**src/hw/rtl/asn1_time_decoder_core_defines.svh**
```systemverilog
// Assertion macros shared by the decoder modules.
`ifndef ASN1_TIME_DECODER_CORE_DEFINES_SVH
`define ASN1_TIME_DECODER_CORE_DEFINES_SVH

`ifndef NO_ASSERTIONS

`define ASN1T_ASSERT(name, prop, msg) \
   name: assert property (@(posedge clock) disable iff (reset) prop) \
      else $error(msg);

`define ASN1T_ASSERT_ALWAYS(name, prop, msg) \
   name: assert property (@(posedge clock) prop) \
      else $error(msg);

`else

`define ASN1T_ASSERT(name, prop, msg)

`define ASN1T_ASSERT_ALWAYS(name, prop, msg)

`endif

`endif

```
**src/hw/rtl/asn1t_pkg.sv**
```systemverilog
package asn1t_pkg;

   localparam logic [7:0] TagUtc    = 8'h17;
   localparam logic [7:0] TagGen    = 8'h18;
   localparam logic [7:0] ChDot     = 8'h2E;
   localparam logic [7:0] ChComma   = 8'h2C;
   localparam logic [7:0] ChPlus    = 8'h2B;
   localparam logic [7:0] ChMinus   = 8'h2D;
   localparam logic [7:0] ChZero    = 8'h30;
   localparam logic [7:0] ChNine    = 8'h39;
   localparam logic [7:0] MinLength = 8'd10;

   localparam int QueueDepth = 2;
   localparam int QPtrW      = $clog2(QueueDepth);
   localparam int QCntW      = $clog2(QueueDepth + 1);

   typedef enum logic [1:0] {
      ST_OK        = 2'd0,
      ST_BAD_TAG   = 2'd1,
      ST_CORRUPT   = 2'd2,
      ST_TRUNCATED = 2'd3
   } status_type;

   typedef struct packed {
      logic [7:0] data;
      logic [3:0] digit;
      logic       is_digit;
      logic       is_frac_mark;
      logic       is_sign;
      logic       is_minus;
      logic       tag_ok;
      logic       tag_gen;
      logic       start;
      logic       last;
   } item_type;

   typedef struct packed {
      status_type  status;
      logic        is_gen;
      logic [13:0] year;
      logic [6:0]  month;
      logic [7:0]  day;
      logic [7:0]  hour;
      logic [7:0]  minute;
      logic [6:0]  second;
      logic [9:0]  millisecond;
   } result_type;

endpackage

```
**src/hw/rtl/asn1_time_decoder_core.sv**
```systemverilog
// Channel  Direction  Transaction content
// req      in         tdata: data_byte; tuser: start_req; tlast: last
// rsp      out        tdata: time fields; tuser: status, is_generalized
// csr      in         wdata: accept_generalized
//
// One byte is accepted every cycle while the queue has room; results leave
// at up to one per cycle. A byte waits in the queue between classifier and
// parser before its result, if any, is written to the output register.
// The parser stalls only when it must produce a result and the output
// register is still occupied and not taken in that cycle; the queue then
// fills and req_tready drops.
// Reset is synchronous and leaves accept_generalized set.
module asn1_time_decoder_core (
   input  logic        clock,
   input  logic        reset,
   input  logic        req_tvalid,
   output logic        req_tready,
   input  logic [7:0]  req_tdata,  // [7:0] data_byte
   input  logic        req_tlast,
   input  logic [0:0]  req_tuser,  // [0] start_req
   output logic        rsp_tvalid,
   input  logic        rsp_tready,
   // [13:0] year, [20:14] month, [28:21] day, [36:29] hour, [44:37] minute,
   // [51:45] second, [61:52] millisecond, [63:62] zero
   output logic [63:0] rsp_tdata,
   output logic [2:0]  rsp_tuser,  // [1:0] status, [2] is_generalized
   input  logic        csr_valid,
   output logic        csr_ready,
   input  logic [0:0]  csr_wdata
);
   import asn1t_pkg::*;

   logic       q_full;
   logic       q_push;
   logic       q_pop;
   logic       q_empty;
   item_type   q_item_in;
   item_type   q_item_out;
   result_type result;

   asn1t_front u_front (
      .clock      (clock),
      .reset      (reset),
      .req_tvalid (req_tvalid),
      .req_tready (req_tready),
      .req_tdata  (req_tdata),
      .req_tlast  (req_tlast),
      .req_tuser  (req_tuser),
      .csr_valid  (csr_valid),
      .csr_ready  (csr_ready),
      .csr_wdata  (csr_wdata),
      .q_full     (q_full),
      .q_push     (q_push),
      .q_item     (q_item_in)
   );

   asn1t_queue u_queue (
      .clock    (clock),
      .reset    (reset),
      .push     (q_push),
      .item_in  (q_item_in),
      .full     (q_full),
      .pop      (q_pop),
      .empty    (q_empty),
      .item_out (q_item_out)
   );

   asn1t_back u_back (
      .clock      (clock),
      .reset      (reset),
      .q_empty    (q_empty),
      .q_item     (q_item_out),
      .q_pop      (q_pop),
      .rsp_tready (rsp_tready),
      .rsp_tvalid (rsp_tvalid),
      .rsp_result (result)
   );

   assign rsp_tdata = {2'b00, result.millisecond, result.second, result.minute,
                       result.hour, result.day, result.month, result.year};
   assign rsp_tuser = {result.is_gen, result.status};

endmodule

```
**src/hw/rtl/asn1t_front.sv**
```systemverilog
module asn1t_front (
   input  logic               clock,
   input  logic               reset,
   input  logic               req_tvalid,
   output logic               req_tready,
   input  logic [7:0]         req_tdata,
   input  logic               req_tlast,
   input  logic [0:0]         req_tuser,
   input  logic               csr_valid,
   output logic               csr_ready,
   input  logic [0:0]         csr_wdata,
   input  logic               q_full,
   output logic               q_push,
   output asn1t_pkg::item_type q_item
);
   import asn1t_pkg::*;

   logic accept_gen_ff;
   logic accept_gen_in;

   assign csr_ready     = 1'b1;
   assign accept_gen_in = csr_valid ? csr_wdata[0] : accept_gen_ff;

   always_ff @(posedge clock) begin
      if (reset) begin
         accept_gen_ff <= 1'b1;
      end else begin
         accept_gen_ff <= accept_gen_in;
      end
   end

   assign req_tready = !q_full;
   assign q_push     = req_tvalid && !q_full;

   always_comb begin
      q_item.data         = req_tdata;
      q_item.is_digit     = (req_tdata >= ChZero) && (req_tdata <= ChNine);
      q_item.digit        = q_item.is_digit ? req_tdata[3:0] : 4'd0;
      q_item.is_frac_mark = (req_tdata == ChDot) || (req_tdata == ChComma);
      q_item.is_sign      = (req_tdata == ChPlus) || (req_tdata == ChMinus);
      q_item.is_minus     = (req_tdata == ChMinus);
      q_item.tag_gen      = (req_tdata == TagGen) && accept_gen_ff;
      q_item.tag_ok       = (req_tdata == TagUtc) || q_item.tag_gen;
      q_item.start        = req_tuser[0];
      q_item.last         = req_tlast;
   end

endmodule

```
**src/hw/rtl/asn1t_queue.sv**
```systemverilog
`include "asn1_time_decoder_core_defines.svh"

module asn1t_queue (
   input  logic                clock,
   input  logic                reset,
   input  logic                push,
   input  asn1t_pkg::item_type item_in,
   output logic                full,
   input  logic                pop,
   output logic                empty,
   output asn1t_pkg::item_type item_out
);
   import asn1t_pkg::*;

   logic [QPtrW-1:0] wr_ff, wr_in;
   logic [QPtrW-1:0] rd_ff, rd_in;
   logic [QCntW-1:0] count_ff, count_in;
   item_type         mem_ff [QueueDepth];

   assign full     = (count_ff == QCntW'(QueueDepth));
   assign empty    = (count_ff == '0);
   assign item_out = mem_ff[rd_ff];

   always_comb begin
      wr_in    = wr_ff;
      rd_in    = rd_ff;
      count_in = count_ff;
      if (push) begin
         wr_in = (wr_ff == QPtrW'(QueueDepth - 1)) ? '0 : wr_ff + 1'b1;
      end
      if (pop) begin
         rd_in = (rd_ff == QPtrW'(QueueDepth - 1)) ? '0 : rd_ff + 1'b1;
      end
      if (push && !pop) begin
         count_in = count_ff + 1'b1;
      end else if (pop && !push) begin
         count_in = count_ff - 1'b1;
      end
   end

   always_ff @(posedge clock) begin
      if (reset) begin
         wr_ff    <= '0;
         rd_ff    <= '0;
         count_ff <= '0;
      end else begin
         wr_ff    <= wr_in;
         rd_ff    <= rd_in;
         count_ff <= count_in;
      end
   end

   always_ff @(posedge clock) begin
      if (push) begin
         mem_ff[wr_ff] <= item_in;
      end
   end

   `ASN1T_ASSERT(a_no_overflow, !(push && full), "Push into a full queue.")
   `ASN1T_ASSERT(a_no_underflow, !(pop && empty), "Pop from an empty queue.")
   `ASN1T_ASSERT(a_count_up, (push && !pop) |=> (count_ff == $past(count_ff) + 1'b1),
      "Queue count did not follow a lone push.")

endmodule

```
**src/hw/rtl/asn1t_back.sv**
```systemverilog
`include "asn1_time_decoder_core_defines.svh"

module asn1t_back (
   input  logic                  clock,
   input  logic                  reset,
   input  logic                  q_empty,
   input  asn1t_pkg::item_type   q_item,
   output logic                  q_pop,
   input  logic                  rsp_tready,
   output logic                  rsp_tvalid,
   output asn1t_pkg::result_type rsp_result
);
   import asn1t_pkg::*;

   typedef enum logic [3:0] {
      PH_IDLE, PH_LEN, PH_YEAR, PH_MONTH, PH_DAY, PH_HOUR, PH_MIN, PH_SEC,
      PH_USEC_A, PH_USEC_B, PH_POST, PH_FRAC, PH_ZONE, PH_OFFH, PH_OFFM, PH_TAIL
   } phase_type;

   phase_type   phase_ff, phase_in;
   logic [7:0]  remaining_ff, remaining_in;
   logic        gen_ff, gen_in;
   logic [2:0]  digit_idx_ff, digit_idx_in;
   logic [13:0] year_ff, year_in;
   logic [6:0]  month_ff, month_in;
   logic [7:0]  day_ff, day_in;
   logic [7:0]  hour_ff, hour_in;
   logic [7:0]  minute_ff, minute_in;
   logic [6:0]  second_ff, second_in;
   logic [9:0]  frac_ff, frac_in;
   logic        off_sign_ff, off_sign_in;
   logic [6:0]  off_hours_ff, off_hours_in;
   logic [6:0]  off_min_ff, off_min_in;
   logic        rsp_valid_ff;
   result_type  rsp_ff, rsp_in;

   logic        emit;
   status_type  status;
   logic        dec;
   logic [2:0]  idx_next;
   logic [2:0]  need;
   logic [13:0] year_push;
   logic [6:0]  month_push, second_push, off_hours_push, off_min_push;
   logic [7:0]  day_push, hour_push, minute_push;
   logic [9:0]  frac_push;
   logic [7:0]  h1;
   logic [7:0]  oh8, om8;
   logic        out_free;
   item_type    it;

   assign it          = q_item;
   assign out_free    = !rsp_valid_ff || rsp_tready;
   assign q_pop       = !q_empty && (out_free || !emit);
   assign rsp_tvalid  = rsp_valid_ff;
   assign rsp_result  = rsp_ff;

   assign year_push      = (year_ff << 3) + (year_ff << 1) + 14'(it.digit);
   assign month_push     = (month_ff << 3) + (month_ff << 1) + 7'(it.digit);
   assign day_push       = (day_ff << 3) + (day_ff << 1) + 8'(it.digit);
   assign hour_push      = (hour_ff << 3) + (hour_ff << 1) + 8'(it.digit);
   assign minute_push    = (minute_ff << 3) + (minute_ff << 1) + 8'(it.digit);
   assign second_push    = (second_ff << 3) + (second_ff << 1) + 7'(it.digit);
   assign frac_push      = (frac_ff << 3) + (frac_ff << 1) + 10'(it.digit);
   assign off_hours_push = (off_hours_ff << 3) + (off_hours_ff << 1) + 7'(it.digit);
   assign off_min_push   = (off_min_ff << 3) + (off_min_ff << 1) + 7'(it.digit);
   assign oh8            = {1'b0, off_hours_ff};
   assign om8            = {1'b0, off_min_push};

   always_comb begin
      phase_in     = phase_ff;
      remaining_in = remaining_ff;
      gen_in       = gen_ff;
      digit_idx_in = digit_idx_ff;
      year_in      = year_ff;
      month_in     = month_ff;
      day_in       = day_ff;
      hour_in      = hour_ff;
      minute_in    = minute_ff;
      second_in    = second_ff;
      frac_in      = frac_ff;
      off_sign_in  = off_sign_ff;
      off_hours_in = off_hours_ff;
      off_min_in   = off_min_ff;
      emit         = 1'b0;
      status       = ST_OK;
      dec          = 1'b0;
      idx_next     = digit_idx_ff + 1'b1;
      need         = 3'd2;
      h1           = hour_ff;
      if (phase_ff == PH_YEAR && gen_ff) begin
         need = 3'd4;
      end else if (phase_ff == PH_FRAC) begin
         need = 3'd3;
      end

      if (!q_empty) begin
         if (it.start) begin
            phase_in     = PH_IDLE;
            remaining_in = '0;
            gen_in       = 1'b0;
            digit_idx_in = '0;
            year_in      = '0;
            month_in     = '0;
            day_in       = '0;
            hour_in      = '0;
            minute_in    = '0;
            second_in    = '0;
            frac_in      = '0;
            off_sign_in  = 1'b0;
            off_hours_in = '0;
            off_min_in   = '0;
            if (!it.tag_ok) begin
               emit   = 1'b1;
               status = ST_BAD_TAG;
            end else begin
               gen_in   = it.tag_gen;
               phase_in = PH_LEN;
               if (it.last) begin
                  emit   = 1'b1;
                  status = ST_TRUNCATED;
               end
            end
         end else begin
            unique case (phase_ff)
               PH_IDLE: begin
               end
               PH_LEN: begin
                  if (it.data < MinLength) begin
                     emit   = 1'b1;
                     status = ST_CORRUPT;
                  end else begin
                     remaining_in = it.data;
                     phase_in     = PH_YEAR;
                     digit_idx_in = '0;
                     if (it.last) begin
                        emit   = 1'b1;
                        status = ST_TRUNCATED;
                     end
                  end
               end
               PH_YEAR, PH_MONTH, PH_DAY, PH_HOUR, PH_MIN, PH_SEC, PH_FRAC,
               PH_OFFH, PH_OFFM: begin
                  if (!it.is_digit) begin
                     emit   = 1'b1;
                     status = ST_CORRUPT;
                  end else begin
                     unique case (phase_ff)
                        PH_YEAR:  year_in      = year_push;
                        PH_MONTH: month_in     = month_push;
                        PH_DAY:   day_in       = day_push;
                        PH_HOUR:  hour_in      = hour_push;
                        PH_MIN:   minute_in    = minute_push;
                        PH_SEC:   second_in    = second_push;
                        PH_FRAC:  frac_in      = frac_push;
                        PH_OFFH:  off_hours_in = off_hours_push;
                        default:  off_min_in   = off_min_push;
                     endcase
                     if (idx_next < need) begin
                        digit_idx_in = idx_next;
                     end else begin
                        digit_idx_in = '0;
                        unique case (phase_ff)
                           PH_YEAR: begin
                              if (!gen_ff) begin
                                 year_in = year_push +
                                    ((year_push >= 14'd50) ? 14'd1900 : 14'd2000);
                              end
                              phase_in = PH_MONTH;
                           end
                           PH_MONTH: phase_in = PH_DAY;
                           PH_DAY:   phase_in = PH_HOUR;
                           PH_HOUR:  phase_in = PH_MIN;
                           PH_MIN:   phase_in = gen_ff ? PH_SEC : PH_USEC_A;
                           PH_SEC:   phase_in = PH_POST;
                           PH_FRAC:  phase_in = PH_ZONE;
                           PH_OFFH: begin
                              if (off_hours_push >= 7'd24) begin
                                 emit   = 1'b1;
                                 status = ST_CORRUPT;
                              end else begin
                                 phase_in = PH_OFFM;
                              end
                           end
                           default: begin
                              if (off_min_push >= 7'd60) begin
                                 emit   = 1'b1;
                                 status = ST_CORRUPT;
                              end else begin
                                 phase_in = PH_TAIL;
                                 if (!off_sign_ff) begin
                                    hour_in   = hour_ff + oh8;
                                    minute_in = minute_ff + om8;
                                 end else begin
                                    if (oh8 > hour_ff) begin
                                       day_in = day_ff - 1'b1;
                                       h1     = 8'd24 - oh8 + hour_ff;
                                    end else begin
                                       h1 = hour_ff - oh8;
                                    end
                                    if (om8 > minute_ff) begin
                                       hour_in   = h1 - 1'b1;
                                       minute_in = 8'd60 - om8 + minute_ff;
                                    end else begin
                                       hour_in   = h1;
                                       minute_in = minute_ff - om8;
                                    end
                                 end
                              end
                           end
                        endcase
                     end
                     dec = !emit;
                  end
               end
               PH_USEC_A: begin
                  if (it.is_digit) begin
                     second_in = 7'(it.digit);
                     phase_in  = PH_USEC_B;
                  end else begin
                     phase_in = PH_TAIL;
                  end
                  dec = 1'b1;
               end
               PH_USEC_B: begin
                  if (it.is_digit) begin
                     second_in = second_push;
                  end
                  phase_in = PH_TAIL;
                  dec      = 1'b1;
               end
               PH_POST, PH_ZONE: begin
                  if (phase_ff == PH_POST && it.is_frac_mark) begin
                     phase_in     = PH_FRAC;
                     digit_idx_in = '0;
                  end else if (it.is_sign && remaining_ff >= 8'd5) begin
                     off_sign_in  = it.is_minus;
                     phase_in     = PH_OFFH;
                     digit_idx_in = '0;
                  end else begin
                     phase_in = PH_TAIL;
                  end
                  dec = 1'b1;
               end
               PH_TAIL: begin
                  dec = 1'b1;
               end
            endcase
            if (dec) begin
               remaining_in = remaining_ff - 1'b1;
               if (remaining_in == '0) begin
                  emit   = 1'b1;
                  status = ST_OK;
               end else if (it.last) begin
                  emit   = 1'b1;
                  status = ST_TRUNCATED;
               end
            end
         end
      end

      if (emit) begin
         phase_in     = PH_IDLE;
         remaining_in = '0;
      end

      rsp_in = '0;
      rsp_in.status = status;
      if (status == ST_OK) begin
         rsp_in.is_gen      = gen_in;
         rsp_in.year        = year_in;
         rsp_in.month       = month_in;
         rsp_in.day         = day_in;
         rsp_in.hour        = hour_in;
         rsp_in.minute      = minute_in;
         rsp_in.second      = second_in;
         rsp_in.millisecond = frac_in;
      end
   end

   always_ff @(posedge clock) begin
      if (reset) begin
         phase_ff     <= PH_IDLE;
         remaining_ff <= '0;
         gen_ff       <= 1'b0;
         digit_idx_ff <= '0;
         year_ff      <= '0;
         month_ff     <= '0;
         day_ff       <= '0;
         hour_ff      <= '0;
         minute_ff    <= '0;
         second_ff    <= '0;
         frac_ff      <= '0;
         off_sign_ff  <= 1'b0;
         off_hours_ff <= '0;
         off_min_ff   <= '0;
         rsp_valid_ff <= 1'b0;
      end else begin
         if (q_pop) begin
            phase_ff     <= phase_in;
            remaining_ff <= remaining_in;
            gen_ff       <= gen_in;
            digit_idx_ff <= digit_idx_in;
            year_ff      <= year_in;
            month_ff     <= month_in;
            day_ff       <= day_in;
            hour_ff      <= hour_in;
            minute_ff    <= minute_in;
            second_ff    <= second_in;
            frac_ff      <= frac_in;
            off_sign_ff  <= off_sign_in;
            off_hours_ff <= off_hours_in;
            off_min_ff   <= off_min_in;
         end
         if (q_pop && emit) begin
            rsp_valid_ff <= 1'b1;
            rsp_ff       <= rsp_in;
         end else if (rsp_tready) begin
            rsp_valid_ff <= 1'b0;
         end
      end
   end

   `ASN1T_ASSERT(a_idle_after_result, (q_pop && emit) |=> (phase_ff == PH_IDLE),
      "Parser not idle after producing a result.")
   `ASN1T_ASSERT(a_result_from_pop, $rose(rsp_valid_ff) |-> $past(q_pop && emit),
      "Result appeared without a consumed item.")
   `ASN1T_ASSERT(a_digit_bound, digit_idx_ff < 3'd4,
      "Digit index ran past the widest field.")

endmodule
```
**config.mk**
```make
export PLATFORM = sky130hd
export DESIGN_NAME = asn1_time_decoder_core
export DESIGN_NICKNAME = d
export VERILOG_FILES = /design/src/hw/rtl/asn1t_pkg.sv /design/src/hw/rtl/asn1_time_decoder_core.sv /design/src/hw/rtl/asn1t_front.sv /design/src/hw/rtl/asn1t_queue.sv /design/src/hw/rtl/asn1t_back.sv
export VERILOG_INCLUDE_DIRS = /design/src /design/src/hw/rtl
export SDC_FILE = /design/constraint.sdc
export NUM_CORES = 1
export LEC_CHECK = 0
export BUFFER_PORTS_ARGS = -buffer_cell sky130_fd_sc_hd__buf_2
export CELL_PAD_IN_SITES_DETAIL_PLACEMENT = 2
export CELL_PAD_IN_SITES_GLOBAL_PLACEMENT = 2
export CORE_MARGIN = 1
export CORE_UTILIZATION = 29
export DETAILED_ROUTE_END_ITERATION = 7
export PLACE_DENSITY_LB_ADDON = 0.1
export RECOVER_POWER = 25
export REMOVE_ABC_BUFFERS = 1
export SKIP_CTS_REPAIR_TIMING = 1
export SYNTH_ARGS = -nofsm -noshare
export SYNTH_HDL_FRONTEND = slang
export SYNTH_SLANG_ARGS = --single-unit
```
**constraint.sdc**
```tcl
create_clock -name clock -period 16.1 [get_ports clock]
set_input_delay 1.61 -clock clock [delete_from_list [all_inputs] [get_ports clock]]
set_output_delay 1.61 -clock clock [all_outputs]
set_load 0.01 [all_outputs]
```
==> results.sh <==
export IMPL_run_status="finished, violations left"
export IMPL_violations="capacitance limit, slew limit"
export IMPL_ant_nets=0
export IMPL_skew_ns=0.0222
export IMPL_die_area_um2=55100
export IMPL_crit_path_end="u_back.rsp_result[61]$_SDFFCE_PP0P_"
export IMPL_critPathKind="flop to flop"
export IMPL_nets=2044
export IMPL_startpoint_type="flop"
export IMPL_reg2reg_depth=22
export IMPL_hold_violations=0
export IMPL_io_buffers=82
export IMPL_post_place_cells=2492
export IMPL_rsz0062_at_grt="false"
export IMPL_postSynth_asyncResetShare=0
export IMPL_numCtsBuffers=29
export IMPL_ir_drop_mv=0.0880
export IMPL_cts_max_path_buffers=3
export IMPL_place_worst_setup_slack_ns=9.00
export IMPL_p_per_area_nw_per_um2=145
export IMPL_rrSetupSlack_ns=9.07
export IMPL_fin_crit_sh=0.437
export IMPL_post_route_min_period_ns=7.03
export IMPL_regToRegEndpoint="u_back.rsp_result[61]$_SDFFCE_PP0P_"
export IMPL_gp_congestion=0.791
export IMPL_tns_ns=0
export IMPL_cp_end_kind="flop"
export IMPL_clock_power_share=0.262
export IMPL_p_switching_w=0.00116
export IMPL_cp_required_ns=16.41
export IMPL_slew_viol_final=53
export IMPL_p_sw_frac=0.451
export IMPL_finalWorstSetupSlack_ns=9.07
export IMPL_drive_gt1_frac=0.0969
export IMPL_synth_edf_count=105
export IMPL_syn_area_per_cell_um2=8.82
export IMPL_grt_met1_usage=0.269
export IMPL_maxCapViolCount=2
export IMPL_yosys_register_bits=204
export IMPL_p_leak_nw=7.18
export IMPL_fmax_mhz=142
export IMPL_root_buffer="clkbuf_16"
export IMPL_ys_types=85
export IMPL_row_count=84
export IMPL_pwr_share_seq=0.261
export IMPL_grt_overflow=0
export IMPL_setup_viol_count_final=0
export IMPL_drt_iter0_drc=474
export IMPL_viasPerCell=5.41
export IMPL_post_route_drc_count=0
export IMPL_yosysWarningCount=0
export IMPL_clock_latency_ns=0.60
export IMPL_critPathMaxFanout=5
export IMPL_p_total_w=0.00258
export IMPL_grt_pass1_vias=15200
export IMPL_synthFlopType="edfxtp_1"
export IMPL_fillers=5986
export IMPL_die_w_um=235
export IMPL_power_frac_comb=0.477
export IMPL_drt_wl_total_mm=57.7
export IMPL_synthesis_area_um2=15700
export IMPL_finalNonFillerCells=2546
export IMPL_wl_per_cell_um=22.6
export IMPL_clkSinkCount=204
export IMPL_grt_max_degree=64
export IMPL_max_slew_margin=-0.252
export IMPL_grt_pass1_wl_mm=90.1
export IMPL_grt_busiest_layer="met2"
export IMPL_seq_area_frac_synth=0.327
export IMPL_grt_antenna_before_repair=0
export IMPL_syn_to_final_growth_pct=13.3
export IMPL_hp_class="flop to flop"
export IMPL_clk_pin_slew_worst_paths_ns=0.06
export IMPL_use_met2=0.370
export IMPL_diodes=0
export IMPL_crit_arrival_ns=7.34
export IMPL_drtPass1Iterations=4
export IMPL_fp_dieH_um=235
export IMPL_coreArea_um2=53100
export IMPL_start_util=0.296
export IMPL_pin_count=86
export IMPL_internal_power_w=0.00142
export IMPL_grtUsageMet3=0.0237
export IMPL_dp_hpwl_mm=41.9
export IMPL_via_count=13800
export IMPL_cts_tree="built"
export IMPL_grtUsageTotal=0.208
export IMPL_syn_inst=1782
export IMPL_worst_slew_pin_slew_ns=1.88
export IMPL_htree_levels=1
[worst min path at each step]
stage	startpoint	to	slack, ns	depth (start not counted)
2_1_floorplan	u_back.month_ff[6]$_SDFFE_PP0P_	u_back.month_ff[6]$_SDFFE_PP0P_	0.44	2
3_3_place_gp	u_back.frac_ff[9]$_SDFFE_PP0P_	u_back.frac_ff[9]$_SDFFE_PP0P_	0.46	2
3_5_place_dp	u_front.accept_gen_ff$_SDFFE_PP1P_	u_front.accept_gen_ff$_SDFFE_PP1P_	0.47	2
4_1_cts	u_back.frac_ff[9]$_SDFFE_PP0P_	u_back.frac_ff[9]$_SDFFE_PP0P_	0.48	2
5_1_grt	u_back.month_ff[6]$_SDFFE_PP0P_	u_back.month_ff[6]$_SDFFE_PP0P_	0.51	2
6_report	u_front.accept_gen_ff$_SDFFE_PP1P_	u_front.accept_gen_ff$_SDFFE_PP1P_	0.48	2
[placed cells by master (no fill, tap or decap), types with 30 or more instances in the layout]
cell	count
nor2_1	176
xnor2_1	69
a22oi_1	36
nand3_1	33
a21o_1	32
o21ai_0	73
a21oi_1	173
inv_1	115
edfxtp_1	105
nand2_1	156
buf_2	60
dfxtp_1	99
xor2_1	30
a211oi_1	30
ha_1	164
[critical path: stages (launching register included)]
cell       delay [ns]
dfxtp_1          0.34
mux2i_1          0.92
fa_1             0.55
inv_1            0.11
ha_1             0.25
a211oi_1         0.33
o21bai_1         0.16
a21boi_1         0.23
o311a_1          0.20
o21bai_1         0.08
xnor2_1          0.16
or4_1            0.51
or3_1            0.48
ha_1             0.32
a21o_1           0.19
a21oi_1          0.23
nor2b_1          0.07
or3_1            0.36
a211oi_1         0.51
a2111oi_0        0.22
xor2_1           0.22
a31oi_1          0.26
nor3_2           0.05
[flip-flops by register name (all words and copies together), names as in the netlist, 2 cells and up, named ones only]
signal	flops
u_queue.count_ff	2
u_back.second_ff	7
u_back.digit_idx_ff	3
u_back.phase_ff	4
u_back.month_ff	7
u_back.off_hours_ff	7
u_queue.mem_ff	40
u_back.minute_ff	8
u_back.remaining_ff	8
u_back.frac_ff	10
u_back.day_ff	8
u_back.year_ff	14
u_back.hour_ff	8
u_back.rsp_result	65
u_back.off_min_ff	6
[power by group through the flow]
stage / sequential (W) / clock, W / combinational, W
final: 0.000673 / 0.000675 / 0.00123
after global placement: 0.000680 / 0 / 0.00122
after floorplan: 0.000680 / 0 / 0.000778
after CTS: 0.000674 / 0.000693 / 0.00125
after detailed placement: 0.000684 / 0 / 0.00124
after global routing: 0.000682 / 0.000711 / 0.00136
[metal layers]
| layer | vias up | wire length [µm] |
|---|---|---|
| met5 | - | 0 |
| li1 | 6564 | - |
| met1 | 6988 | 26800 |
| met3 | 68 | 1510 |
| met4 | 0 | 1140 |
| met2 | 156 | 28200 |
[cells by family (layout without fill, tap and decap cells)]
group	Yosys count	count (layout)	synth area share
simple gates	526	526	0.155
fa+ha+maj	193	193	0.168
other cells	2	3	0.000478
flops	204	204	0.327
mux	31	31	0.0210
compound gates	522	522	0.221
buf+inv	204	279	0.0518
xor+xnor	100	100	0.0562
[per-stage QoR]
step / hold WS [ns] / util / cell area (µm²)
finish: 0.476 / 0.335 / 17800
global route: 0.513 / 0.335 / 17800
detailed placement: 0.466 / 0.318 / 16900
CTS: 0.482 / 0.336 / 17800
floorplan: 0.440 / - / 15300
global placement: 0.462 / 0.318 / 16900
[cell type report]
cell class | instances | area, µm² | share of cell area
well taps | 688 | 861 | 0.0483
clock buffers | 35 | 758 | 0.0426
inverters | 117 | 439 | 0.0247
flip-flops and latches | 204 | 5130 | 0.288
clock inverters | 19 | 225 | 0.0126
repair buffers | 108 | 571 | 0.0320
multi-input cells | 1375 | 9820 | 0.551
[cell usage after synthesis, types with 30 or more instances]
library cell,count,area [µm²]
a21oi_1,173,866
o21ai_0,73,365
dfxtp_1,99,1980
xnor2_1,69,604
a22oi_1,36,270
nand2_1,156,586
inv_1,116,435
edfxtp_1,105,3150
a211oi_1,30,225
a21o_1,32,240
clkbuf_1,55,206
xor2_1,30,263
nor2_1,180,676
nand3_1,33,165
ha_1,164,2050
Power figures use the tool's default switching activity.
